==> src/design/wdt_pkg.sv <==
package wdt_pkg;

	localparam int NUM_CHANNELS = 8;

	// field widths of the request word
	localparam int REQ_W = 3;
	localparam int CH_W  = 4;
	localparam int TMO_W = 16;

	localparam int IDX_W = (NUM_CHANNELS > 1) ? $clog2(NUM_CHANNELS) : 1;
	localparam logic [IDX_W-1:0] LAST_IDX = IDX_W'(NUM_CHANNELS - 1);
	localparam logic [CH_W:0] NUM_CH_EXT = (CH_W + 1)'(NUM_CHANNELS);

	typedef enum logic [REQ_W-1:0] {
		REQ_TICK    = 3'd0,
		REQ_START   = 3'd1,
		REQ_FEED    = 3'd2,
		REQ_SUSPEND = 3'd3,
		REQ_RESUME  = 3'd4,
		REQ_CLEAR   = 3'd5
	} req_code_t;

	typedef enum logic [1:0] {
		MODE_IDLE = 2'd0,
		MODE_RUN  = 2'd1,
		MODE_SUSP = 2'd2
	} mode_t;

	typedef enum logic [1:0] {
		ST_IDLE,
		ST_EXEC,
		ST_WALK,
		ST_CLEAR
	} wdt_state_t;

	typedef struct packed {
		logic [REQ_W-1:0] req_type;
		logic [CH_W-1:0]  channel;
		logic [TMO_W-1:0] timeout_value;
	} wdt_req_t;

	typedef struct packed {
		logic start_ok;
		logic feed_allowed;
	} wdt_res_t;

	// one channel entry of the table
	typedef struct packed {
		mode_t            mode;
		logic [TMO_W-1:0] tmo;
		logic [TMO_W-1:0] cnt;
	} wdt_entry_t;

	typedef struct packed {
		logic             en;
		logic [IDX_W-1:0] idx;
		wdt_entry_t       ent;
	} wdt_wr_t;

	typedef struct packed {
		logic     done;
		wdt_res_t res;
	} wdt_fin_t;

endpackage

==> src/design/wdt_table.sv <==
module wdt_table import wdt_pkg::*; (
	input  logic             clk,
	input  logic             arst_n,
	input  logic [IDX_W-1:0] rd_idx,
	output wdt_entry_t       rd_ent,
	input  wdt_wr_t          wr
);

	wdt_entry_t ent_q [NUM_CHANNELS];

	// one write port, cleared to idle at reset
	always_ff @(posedge clk or negedge arst_n) begin
		if (!arst_n) begin
			for (int k = 0; k < NUM_CHANNELS; k++) begin
				ent_q[k] <= '{mode: MODE_IDLE, tmo: '0, cnt: '0};
			end
		end else if (wr.en) begin
			ent_q[wr.idx] <= wr.ent;
		end
	end

	assign rd_ent = ent_q[rd_idx];

endmodule

==> src/design/wdt_ctrl.sv <==
module wdt_ctrl import wdt_pkg::*; (
	input  logic             clk,
	input  logic             arst_n,
	input  logic             start,
	input  wdt_req_t         req,
	output logic             busy,
	output logic [IDX_W-1:0] rd_idx,
	input  wdt_entry_t       rd_ent,
	output wdt_wr_t          wr,
	output wdt_fin_t         fin
);

	wdt_state_t       state_q, state_d;
	wdt_req_t         req_q;
	logic [IDX_W-1:0] idx_q, idx_d;
	logic             flag_q, flag_d;
	logic             in_range;
	logic [TMO_W-1:0] dec;

	assign busy     = (state_q != ST_IDLE);
	assign in_range = ({1'b0, req_q.channel} < NUM_CH_EXT);
	// shared decrement unit, one channel per cycle
	assign dec      = rd_ent.cnt - 1'b1;

	always_ff @(posedge clk or negedge arst_n) begin
		if (!arst_n) begin
			state_q <= ST_IDLE;
			idx_q   <= '0;
			flag_q  <= 1'b1;
		end else begin
			state_q <= state_d;
			idx_q   <= idx_d;
			flag_q  <= flag_d;
		end
	end

	always_ff @(posedge clk) begin
		if (start && !busy) begin
			req_q <= req;
		end
	end

	always_comb begin
		state_d              = state_q;
		idx_d                = idx_q;
		flag_d               = flag_q;
		rd_idx               = idx_q;
		wr.en                = 1'b0;
		wr.idx               = idx_q;
		wr.ent               = rd_ent;
		fin.done             = 1'b0;
		fin.res.start_ok     = 1'b0;
		fin.res.feed_allowed = flag_q;
		unique case (state_q)
			ST_IDLE: begin
				if (start) begin
					state_d = ST_EXEC;
				end
			end
			ST_EXEC: begin
				rd_idx   = req_q.channel[IDX_W-1:0];
				wr.idx   = req_q.channel[IDX_W-1:0];
				fin.done = 1'b1;
				state_d  = ST_IDLE;
				unique case (req_q.req_type)
					REQ_TICK: begin
						if (flag_q) begin
							fin.done = 1'b0;
							idx_d    = '0;
							state_d  = ST_WALK;
						end
					end
					REQ_START: begin
						if (in_range && rd_ent.mode == MODE_IDLE) begin
							wr.en            = 1'b1;
							wr.ent.mode      = MODE_RUN;
							wr.ent.tmo       = req_q.timeout_value;
							wr.ent.cnt       = req_q.timeout_value;
							fin.res.start_ok = 1'b1;
						end
					end
					REQ_FEED: begin
						wr.en      = in_range;
						wr.ent.cnt = rd_ent.tmo;
					end
					REQ_SUSPEND: begin
						wr.en       = in_range;
						wr.ent.mode = MODE_SUSP;
					end
					REQ_RESUME: begin
						wr.en       = in_range;
						wr.ent.mode = MODE_RUN;
					end
					REQ_CLEAR: begin
						fin.done = 1'b0;
						idx_d    = '0;
						state_d  = ST_CLEAR;
					end
					default: begin
						// unused codes answer with the current flag
					end
				endcase
			end
			ST_WALK: begin
				idx_d = idx_q + 1'b1;
				if (rd_ent.mode == MODE_RUN) begin
					wr.en      = 1'b1;
					wr.ent.cnt = dec;
				end
				if (rd_ent.mode == MODE_RUN && dec == '0) begin
					// first expiry trips the watchdog and ends the walk
					flag_d               = 1'b0;
					fin.done             = 1'b1;
					fin.res.feed_allowed = 1'b0;
					state_d              = ST_IDLE;
				end else if (idx_q == LAST_IDX) begin
					fin.done = 1'b1;
					state_d  = ST_IDLE;
				end
			end
			ST_CLEAR: begin
				idx_d  = idx_q + 1'b1;
				wr.en  = 1'b1;
				wr.ent = '{mode: MODE_IDLE, tmo: '0, cnt: '0};
				if (idx_q == LAST_IDX) begin
					flag_d               = 1'b1;
					fin.done             = 1'b1;
					fin.res.feed_allowed = 1'b1;
					state_d              = ST_IDLE;
				end
			end
			default: begin
				state_d = ST_IDLE;
			end
		endcase
	end

	// every finished request goes back to idle
	a_fin_idle: assert property (@(posedge clk) disable iff (!arst_n)
		fin.done |=> state_q == ST_IDLE)
		else $error("request finished without returning to idle");

	// only a start request reports success
	a_ok_start: assert property (@(posedge clk) disable iff (!arst_n)
		fin.done && fin.res.start_ok |-> req_q.req_type == REQ_START)
		else $error("start_ok on a request that is not a start");

	// the flag drops only during a tick walk
	a_flag_fall: assert property (@(posedge clk) disable iff (!arst_n)
		$fell(flag_q) |-> $past(state_q) == ST_WALK)
		else $error("feed flag cleared outside a tick walk");

	// table writes happen only while a request is in progress
	a_wr_busy: assert property (@(posedge clk) disable iff (!arst_n)
		wr.en |-> busy)
		else $error("table write while idle");

endmodule

==> src/design/multi_channel_task_watchdog.sv <==
// start, feed, suspend, resume and unused codes finish in the exec state, then the result word is registered
// a tick with the flag set, and clear-all, walk the table from channel 0 (one channel/cycle)
// a tick with the flag off finishes in the exec state, like the single-channel codes
// busy falls as the result word is shown, so the next word may be accepted in that same cycle
// the receiver cannot stall: done is a single-cycle strobe
// reset: all channels idle with timeout and count 0, feeding enabled
module multi_channel_task_watchdog import wdt_pkg::*; (
	input  logic     clk,
	input  logic     arst_n,
	input  logic     start,
	input  wdt_req_t req,
	output logic     busy,
	output logic     done,
	output wdt_res_t res
);

	logic [IDX_W-1:0] rd_idx;
	wdt_entry_t       rd_ent;
	wdt_wr_t          wr;
	wdt_fin_t         fin;
	logic             done_q;
	wdt_res_t         res_q;

	// sequencer: decodes the request word and walks the table for ticks and clears
	wdt_ctrl u_ctrl (
		.clk    (clk),
		.arst_n (arst_n),
		.start  (start),
		.req    (req),
		.busy   (busy),
		.rd_idx (rd_idx),
		.rd_ent (rd_ent),
		.wr     (wr),
		.fin    (fin)
	);

	// per-channel mode, timeout and count
	wdt_table u_table (
		.clk    (clk),
		.arst_n (arst_n),
		.rd_idx (rd_idx),
		.rd_ent (rd_ent),
		.wr     (wr)
	);

	// result word register, strobe lasts one cycle
	always_ff @(posedge clk or negedge arst_n) begin
		if (!arst_n) begin
			done_q <= 1'b0;
		end else begin
			done_q <= fin.done;
		end
	end

	always_ff @(posedge clk) begin
		if (fin.done) begin
			res_q <= fin.res;
		end
	end

	assign done = done_q;
	assign res  = res_q;

endmodule

==> config.mk <==
export PLATFORM = sky130hd
export DESIGN_NAME = multi_channel_task_watchdog
export DESIGN_NICKNAME = d
export VERILOG_FILES = /design/src/design/wdt_pkg.sv /design/src/design/wdt_table.sv /design/src/design/wdt_ctrl.sv /design/src/design/multi_channel_task_watchdog.sv
export SDC_FILE = /design/constraint.sdc
export NUM_CORES = 1
export LEC_CHECK = 0
export BUFFER_PORTS_ARGS = -buffer_cell sky130_fd_sc_hd__clkbuf_2
export CORE_ASPECT_RATIO = 0.9
export CORE_MARGIN = 5
export CORE_UTILIZATION = 25
export CTS_CLUSTER_DIAMETER = 60
export DETAILED_ROUTE_END_ITERATION = 8
export GPL_TIMING_DRIVEN = 0
export PLACE_DENSITY = 0.41
export SLEW_MARGIN = 20
export SYNTH_ARGS = -nofsm -noshare
export SYNTH_HDL_FRONTEND = slang
export SYNTH_SLANG_ARGS = --single-unit
==> constraint.sdc <==
create_clock -name clk -period 9.45 [get_ports clk]
set_input_delay 0.945 -clock clk [delete_from_list [all_inputs] [get_ports clk]]
set_output_delay 0.945 -clock clk [all_outputs]
set_load 0.01 [all_outputs]
Word-level counts from Yosys, hierarchy flattened
Cells that the tools add are included.

Register bits: 304. Bits in latches: 0. Memory bits (writable): 0. Bits in read-only memories: 0. Input bits: 26. Output and inout bits: 4. Memories: 0.

Add/subtract/negate cells: 2. $mul: 0. Divide/modulo/power cells: 0. Order comparisons: 3. Eq/ne operators: 13. Shift-type cells: 0. Muxes and demuxes: 35. Bitwise operators: 1. Reductions and logical operators: 15.

Operator list (count): 272-bit bitwise mux (1); 34-bit two-way mux (4); 34-bit binary-select mux with 3-bit select (1); 34-bit demux with 3-bit select (1); 16-bit case mux with 3 select lines (1); 18-bit case mux with 2 select lines (1); 16-bit two-way mux (2); 16-bit case mux with 2 select lines (1); 16-bit logical NOT (1); 16-bit by 1-bit subtractor with 16-bit output (second input constant) (1); 3-bit case mux with 2 select lines (2); 3-bit equality test (second input constant) (3); 2-bit two-way mux (4); 2-bit case mux with 4 select lines (1); 1-bit two-way mux (7); 3-bit by 2-bit equality test with 1-bit output (second input constant) (2); 3-bit two-way mux (2); 1-bit case mux with 2 select lines (3); 1-bit case mux with 3 select lines (2); 2-bit case mux with 3 select lines (1); 2-bit by 1-bit equality test with 1-bit output (second input constant) (2); 2-bit equality test (second input constant) (2); 4-bit >= comparator (second input constant) (1); 1-bit logical AND (4); other kinds (17) (19).

Depth between registers and ports, before layout
Gate-level depths: netlist of the first run.

Depth in word-level cells: 12. Depth in mapped cells: 17.

Cells and area by module
Synthesis of the first run repeated with hierarchy kept, for this count alone.

Cell total of the unflattened synthesis: 1004. Area, all modules: 14826.7 um^2.

By module, submodules not included: wdt_table (instances 1, cells each 705, area each 12271.8 um^2); wdt_ctrl (instances 1, cells each 296, area each 2469.9 um^2); multi_channel_task_watchdog (instances 1, cells each 3, area each 85.1 um^2).

Worst setup path after synthesis of the first run
Ideal clock, no wire load.

Kind: reg-to-reg. From: reg u_ctrl.state_q[0]. To: reg u_table.ent_q[106] (netlist bit). Library setup time: 0.128 ns. Arrival time: 3.854 ns. Required time: 9.322 ns. Setup slack: 5.469 ns. Stages on the path, launching flop included: 11. Path buffers: 2. Period minus slack after synthesis: 3.981 ns. Cells stage by stage: dfrtp_1 > buf_2 > nor2b_4 > mux2i_1 > mux2_2 > a222oi_1 > o211ai_2 > a221oi_4 > nand2_4 > buf_2 > mux2_1.

Cells in the longest elaborated chain, start to end: 12. Elaborated cells between the ends (all ways): 26. Classes of those cells: 1 x add/sub; 2 x order compare; 4 x eq/ne; 15 x mux; 1 x bitwise; 3 x reduce/logical.

RTL lines: from (decl) (line wdt_ctrl.sv:13) `wdt_state_t state_q, state_d;`; from (signal assigned) (line wdt_ctrl.sv:31) `state_q <= state_d;`; parallel branches: the longest is 12 deep, another holds 16-bit by 1-bit subtractor with 16-bit output; to (signal, indexed assignment) (line wdt_table.sv:15) `ent_q[k] <= '{mode: MODE_IDLE, tmo: '0, cnt: '0};`; to (signal, indexed assignment) (line wdt_table.sv:18) `ent_q[wr.idx] <= wr.ent;`; to (decl) (line wdt_table.sv:9) `wdt_entry_t ent_q [NUM_CHANNELS];`.

Parallel ways; which one is timed is not known. The select of a mux whose other input is x is not followed. A chain may end at the register's enable or synchronous reset.

Worst setup path in the final report of the first run
From: reg u_ctrl.state_q[0]. To: reg u_table.ent_q[62] (netlist bit).

Cells in the longest elaborated chain, start to end: 12. Elaborated cells between the ends (all ways): 24. Classes of those cells: 2 x order compare; 4 x eq/ne; 14 x mux; 1 x bitwise; 3 x reduce/logical.

RTL lines: 2-bit by 1-bit equality test with 1-bit output (line wdt_ctrl.sv:54) `unique case (state_q)`; 3-bit two-way mux (line wdt_ctrl.sv:54); 3-bit inverter with 4-bit output (implied by the code) (line wdt_table.sv:18, wdt_table.sv:22); 34-bit binary-select mux with 3-bit select (line wdt_table.sv:22) `assign rd_ent = ent_q[rd_idx];`; 34-bit two-way mux (implied by the code) (2 in series) (line wdt_table.sv:22); 2-bit logical NOT (line wdt_ctrl.sv:74) `if (in_range && rd_ent.mode == MODE_IDLE) begin`; 1-bit logical AND (line wdt_ctrl.sv:74); 34-bit two-way mux (line wdt_ctrl.sv:74); 16-bit two-way mux (line wdt_ctrl.sv:65) `unique case (req_q.req_type)`; 18-bit case mux with 2 select lines (line wdt_ctrl.sv:54); 272-bit bitwise mux (line wdt_table.sv:18).

Parallel ways exist; a longest one is shown, timed or not. The select of a mux whose other input is x is not followed.

==> flow_summary.ini, run 1 <==
[outcome]
status = finished, final reports clean

[cts]
cts.sinks = 304
clkLatencyLatePin_ns = 0.55
cts_tree = done
h-tree-depth = 2
numCtsBuffers = 36
postCtsHoldBufs = 0
clkTransAtPathRegs_ns = 0.06
clock-root-buffer = clkbuf_16
post_cts.repair.setup_buffers = 0
clockBufferDepth = 3
cts_resized = 0

[timing]
hold_viol = 0
fin_ws_ns = 3.66
slew_headroom_pct = 15.6
rsz0062_at_grt = false
worst_slew_pin_slew_ns = 1.25
fin_crit_ns = 5.79
drv_slew = 0
fmax_ghz = 0.173
setup_viol = 0
skew_ns = 0.0292
min_period_over_period_pct = 61.2
fin_setup_tns_ns = 0

[yosys]
synth.top_cell.area_share_pct = 45.2
ys.flop_type = dfrtp_1
synth_cells = 1645
netlist_area_mm2 = 0.0154
yosysWarningCount = 0
synth_edf_count = 25
synth_nets = 1675
synth_area_leaders = dfrtp_1 45%, nand2_1 8.6%, o21ai_0 7.1%
synth-async-reset-ratio_pct = 91.8
yosys.area.top_type = dfrtp_1
synth-seq-cells = 304
yosysSeqAreaShare_pct = 50.2
syn_area_per_cell_um2 = 9.37
yosysUniqueCellTypes = 69

[worst_setup_path]
r2r-start = u_ctrl.state_q[0]
worstSetupStartpoint = u_ctrl.state_q[0]
timing_worst_setup_path_type = flop to flop
cp_max_fo = 10
rr_worst_depth = 12
cp_data_required_time_ns = 9.84
cp.arrival_ns = 6.18
cp-end-kind = flop
start_kind = flop

[power]
p_leak_nw = 7.27
p_seq_share_pct = 29.6
switchingPower_mw = 3.05
p_comb_share_pct = 48.1
vdd_drop_max_mv = 0.136
swShare_pct = 47.9
p_int_mw = 3.32
power_density_mw_per_mm2 = 355
power_mw = 6.37
pwr-share-clk_pct = 22.3

[die]
die_x_um = 272
rows = 86
start_util_pct = 25.2
die_h_um = 246
core_mm2 = 0.0611
ios = 30
die-area_mm2 = 0.0667

[detailed_routing]
drtIter0Drc = 1239
postRouteAntennaNets = 0
detail_route.wl_per_cell_um = 25.5
drc = 0
via_count = 13488
viasPerCell = 5.31
first_pass_iters = 6
drt_wl_total_mm = 64.8

[grt]
grt_pass1_wl_mm = 94.6
antenna_found_initial = 0
grt_max_degree = 70
grt_pass1_vias = 13298
grt_overflow_total = 0
grt_usage_pct = 19.0

[flow_run]
maxCapViolations = 0

[placed_design]
place.gp.congestion = 0.876
io_buffers = 29
place_hpwl_mm = 43.7
pre_cts_ws_ns = 3.59

[layout]
area_growth_pct = 16.3
diodes = 0
mostFrequentLayoutCells = 351 x nand2_1, 278 x dfrtp_1, 220 x o21ai_0, 143 x a21oi_1, 99 x clkbuf_1
nets = 1750
final_util_pct = 29.3
final_common_cell = nand2_1
layout-drive-gt1-share_pct = 10.5

[hold_path]
holdCritPathClass = input pin to async pin
==> synth_stat cells (5+ instances only) <==
| cell type | n |
|---|---|
| nand2_1 | 351 |
| dfrtp_1 | 278 |
| o21ai_0 | 220 |
| a21oi_1 | 143 |
| clkbuf_1 | 92 |
| nand2b_1 | 75 |
| mux2_1 | 62 |
| mux2_2 | 50 |
| nor2_1 | 50 |
| nand3_1 | 27 |
| edfxtp_1 | 25 |
| mux2i_1 | 20 |
| nor4_1 | 18 |
| a22oi_1 | 15 |
| nor3_1 | 12 |
| a221oi_1 | 11 |
| a22o_1 | 11 |
| a31oi_1 | 11 |
| buf_1 | 11 |
| o2111ai_1 | 11 |
| o21ai_1 | 10 |
| inv_1 | 9 |
| a221o_1 | 7 |
| buf_2 | 7 |
| buf_6 | 7 |
| o22ai_1 | 7 |
| and3_1 | 6 |
| nand3_4 | 6 |
| a21o_1 | 5 |
| nor3b_1 | 5 |
| o211ai_1 | 5 |
| o22a_1 | 5 |
==> power groups by stage <==
stage / clock network, mW / logic (mW) / registers, mW
after global placement: 0 / 2.95 / 1.89
after detailed placement: 0 / 3.00 / 1.90
after floorplan: 0 / 1.81 / 1.83
after global routing: 1.50 / 3.27 / 1.92
final: 1.42 / 3.06 / 1.88
after CTS: 1.45 / 3.01 / 1.88
==> cell families after synthesis <==
kind of cell             synth area share (%)
AO/OA/AOI/OAI                            19.1
XOR/XNOR                                0.171
adder cells (fa/ha/maj)                 0.325
buffers and inverters                    3.49
flip-flops                               50.2
multiplexers                             9.49
AND/OR/NAND/NOR                          17.3
==> metrics by stage <==
step	std cells	hold slack (ns)	instance area (µm²)
after floorplan	1645	0.444	15400
after CTS	2538	0.372	17900
after global placement	2466	0.458	16500
final	2539	0.357	17900
after detailed placement	2473	0.465	16700
after global routing	2539	0.394	17900
==> layout make-up <==
type	instances	area [µm²]
buffer	117	502
clock buffer	48	986
clock inverter	17	181
fill	6516	43200
inverter	10	37.5
multi-input combinational	1214	7200
sequential	304	7730
tap	792	991
timing repair buffer	37	293
==> worst paths after layout <==
| path | to | slack, ns |
|---|---|---|
| worst max-delay path | u_table.ent_q[62] | 3.66 |
| worst min-delay path | u_table.ent_q[44] | 0.36 |
| worst max register to register | u_table.ent_q[62] | 3.66 |
| worst min register to register | u_table.ent_q[205] | 0.48 |
| max in group asynchronous | u_table.ent_q[126] | 7.75 |
| min in group clk | u_table.ent_q[205] | 0.48 |
==> sequential cells by signal (all words and copies together) (netlist names) <==
signal and count:
done 1, res 2, u_ctrl.flag_q 1, u_ctrl.idx_q 3, u_ctrl.req_q 23, u_ctrl.state_q 2, u_table.ent_q 272
==> critical path: stages (launching register included) <==
cell and delay [ns]:
dfrtp_1 0.32, buf_2 0.24, nor2b_4 0.22, mux2i_1 0.63
clkbuf_1 0.71, clkbuf_1 0.54, buf_1 0.75, mux2i_1 0.26
o21ai_0 0.13, nor3_1 0.71, o21ai_0 0.16, a21oi_1 0.73
o21ai_0 0.23
==> routing by layer <==
metal	share of wire, %	wire (µm)	GRT usage (%)	vias up
met1	47	30400	27.7	6919
met2	45	29000	29.9	461
met5	0	0	0	-
li1	-	-	-	5998
met4	2.9	1900	5.22	0
met3	5.4	3470	2.51	110
(Power assumes the default switching activity.)
==> inputs of run 2 (changes only) <==
clock period = 5.9 ns   (was 9.45 ns; I/O delays follow)
==> flow_summary.ini, run 2 (same netlist as run 1, synthesis figures left out) <==
[worst_setup_path]
cp_slowest_cell = clkbuf_1
cp.arrival_ns = 6.11
start_kind = flop
slowest_delay_ns = 0.86
worstSetupStartpoint = u_ctrl.state_q[0]
cp-end-kind = flop
crit_top_cell = clkbuf_1
cp_data_required_time_ns = 6.31
cp_max_fo = 10
rr_worst_depth = 14
crit_chain = buf_2, nor2b_4, buf_6, mux2i_1, clkbuf_1, clkbuf_1, o21ai_0, o2111ai_1, nor4_1, clkbuf_1, nand4b_1, mux2i_1, o221ai_1, mux2_1
timing_worst_setup_path_type = flop to flop
r2r-start = u_ctrl.state_q[0]

[detailed_routing]
top_layer = met4
met1_length_mm = 30.0
via_count = 13528
first_pass_iters = 5
met3_length_mm = 4.00
viasPerCell = 5.33
drt_wl_total_mm = 64.9
drc = 0
detail_route.wl_per_cell_um = 25.5
postRouteAntennaNets = 0
drtIter0Drc = 1214
routed-wl-met2_mm = 28.9

[placed_design]
pre_cts_ws_ns = 0.0394
place_area_mm2 = 0.0167
place_hpwl_mm = 43.7
io_buffers = 29
dp.cells = 2473
place.gp.congestion = 0.876

[timing]
skew_ns = 0.0260
worst_slew_pin_slew_ns = 1.22
fin_crit_ns = 5.70
hold_viol = 1
whs_ns = -0.0000350
fmax_ghz = 0.175
rsz0062_at_grt = false
setup_viol = 0
min_period_over_period_pct = 96.6
drv_slew = 0
fin_ws_ns = 0.199
slew_headroom_pct = 18.0

[layout]
largestRegisters = u_table.ent_q (272), u_ctrl.req_q (23), u_ctrl.idx_q (3)
regMostFlops = u_table.ent_q
layout-drive-gt1-share_pct = 10.7
final_common_cell = nand2_1
area_growth_pct = 16.5
fin_cells = 2539
fill_cells = 6514
diodes = 0
largest_reg_flops = 272
fin_area_mm2 = 0.0179
nets = 1750
mostFrequentLayoutCells = 351 x nand2_1, 278 x dfrtp_1, 220 x o21ai_0, 142 x a21oi_1, 98 x clkbuf_1

[die]
die_h_um = 246
core_mm2 = 0.0611
ios = 30
die_x_um = 272
start_util_pct = 25.2
rows = 86
die-area_mm2 = 0.0667

[cts]
clock-root-buffer = clkbuf_16
clkLatencyLatePin_ns = 0.55
clockBufferDepth = 3
cts_tree = done
numCtsBuffers = 36
clkTransAtPathRegs_ns = 0.06
postCtsHoldBufs = 0
post_cts.repair.setup_buffers = 0
cts.sinks = 304
h-tree-depth = 2

[grt]
grt_pass1_vias = 13298
grt_usage_pct = 19.0
grt_overflow_total = 0
antenna_found_initial = 0
grt_pass1_wl_mm = 94.6
grt_max_degree = 70

[power]
p_leak_nw = 7.28
power_mw = 10.2
vdd_drop_max_mv = 0.217
power_density_mw_per_mm2 = 569

[flow_run]
maxCapViolations = 0

[outcome]
status = finished with violations
violations = negative hold slack

[hold_path]
holdCritPathClass = input pin to async pin
-- run 2: changes by cell type in the layout (fill, tap and decap cells not counted) --
cell	previous run	this run
a21oi_2	0	1
nor3_2	0	1
nor3_1	12	11
nor4_1	15	14
clkdlybuf4s15_1	0	1
a221oi_2	0	1
nor4_2	3	4
a221oi_1	11	10
a21oi_1	143	142
clkbuf_1	99	98
-- run 2: routing by layer --
metal  global-route usage (%)  vias up
met3                     2.51      114
met5                        0        -
li1                         -     5998
met1                     27.7     6910
met2                     29.9      506
met4                     5.22        0
-- run 2: area by class of cell --
type / count / area, µm² / share of cell area, %
clock buffers: 48 / 986 / 5.49
plain buffers: 117 / 508 / 2.83
multi-input cells: 1214 / 7220 / 40.2
well taps: 792 / 991 / 5.52
inverters: 10 / 37.5 / 0.209
clock inverters: 17 / 181 / 1.01
flip-flops and latches: 304 / 7730 / 43.1
repair buffers: 37 / 293 / 1.63
-- run 2: repair_timing --
item | CTS | global route
hold endpoints to repair | 0 | 0
setup endpoints to repair | 0 | 29
resized for setup | 0 | 6
-- run 2: through the flow --
stage	setup TNS (ns)	hold slack, ns	utilization, %
after floorplan	0	0.294	-
after global placement	-569.23	0.458	27.1
after detailed placement	0	0.465	27.4
after CTS	0	0.0170	29.3
after global routing	0	0.0393	29.4
final	0	-0.0000350	29.4
-- run 2: worst paths after layout --
kind                                 endpoint  slack (ns)
setup reg to reg           u_table.ent_q[247]        0.20
min in group clk              u_ctrl.req_q[1]        0.21
hold reg to reg            u_table.ent_q[205]        0.48
max in group asynchronous   u_table.ent_q[91]        4.58
setup / recovery           u_table.ent_q[247]        0.20
hold / removal              u_table.ent_q[44]    -0.00003
-- run 2: report_power, final --
part	internal (mW)	switching, mW	leakage, nW	total [mW]
logic	1.34	3.57	2.68	4.92
registers	2.67	0.350	4.03	3.02
clock network	1.32	0.963	0.575	2.28
total	5.33	4.88	7.28	10.2
-- run 2: worst max-delay path: cells and delay by family, from the launching register on --
kind	cells	cell delay [ns]
compound gates	3	1.32
buf+inv	5	2.17
flops	1	0.32
mux	3	1.15
simple gates	3	0.61
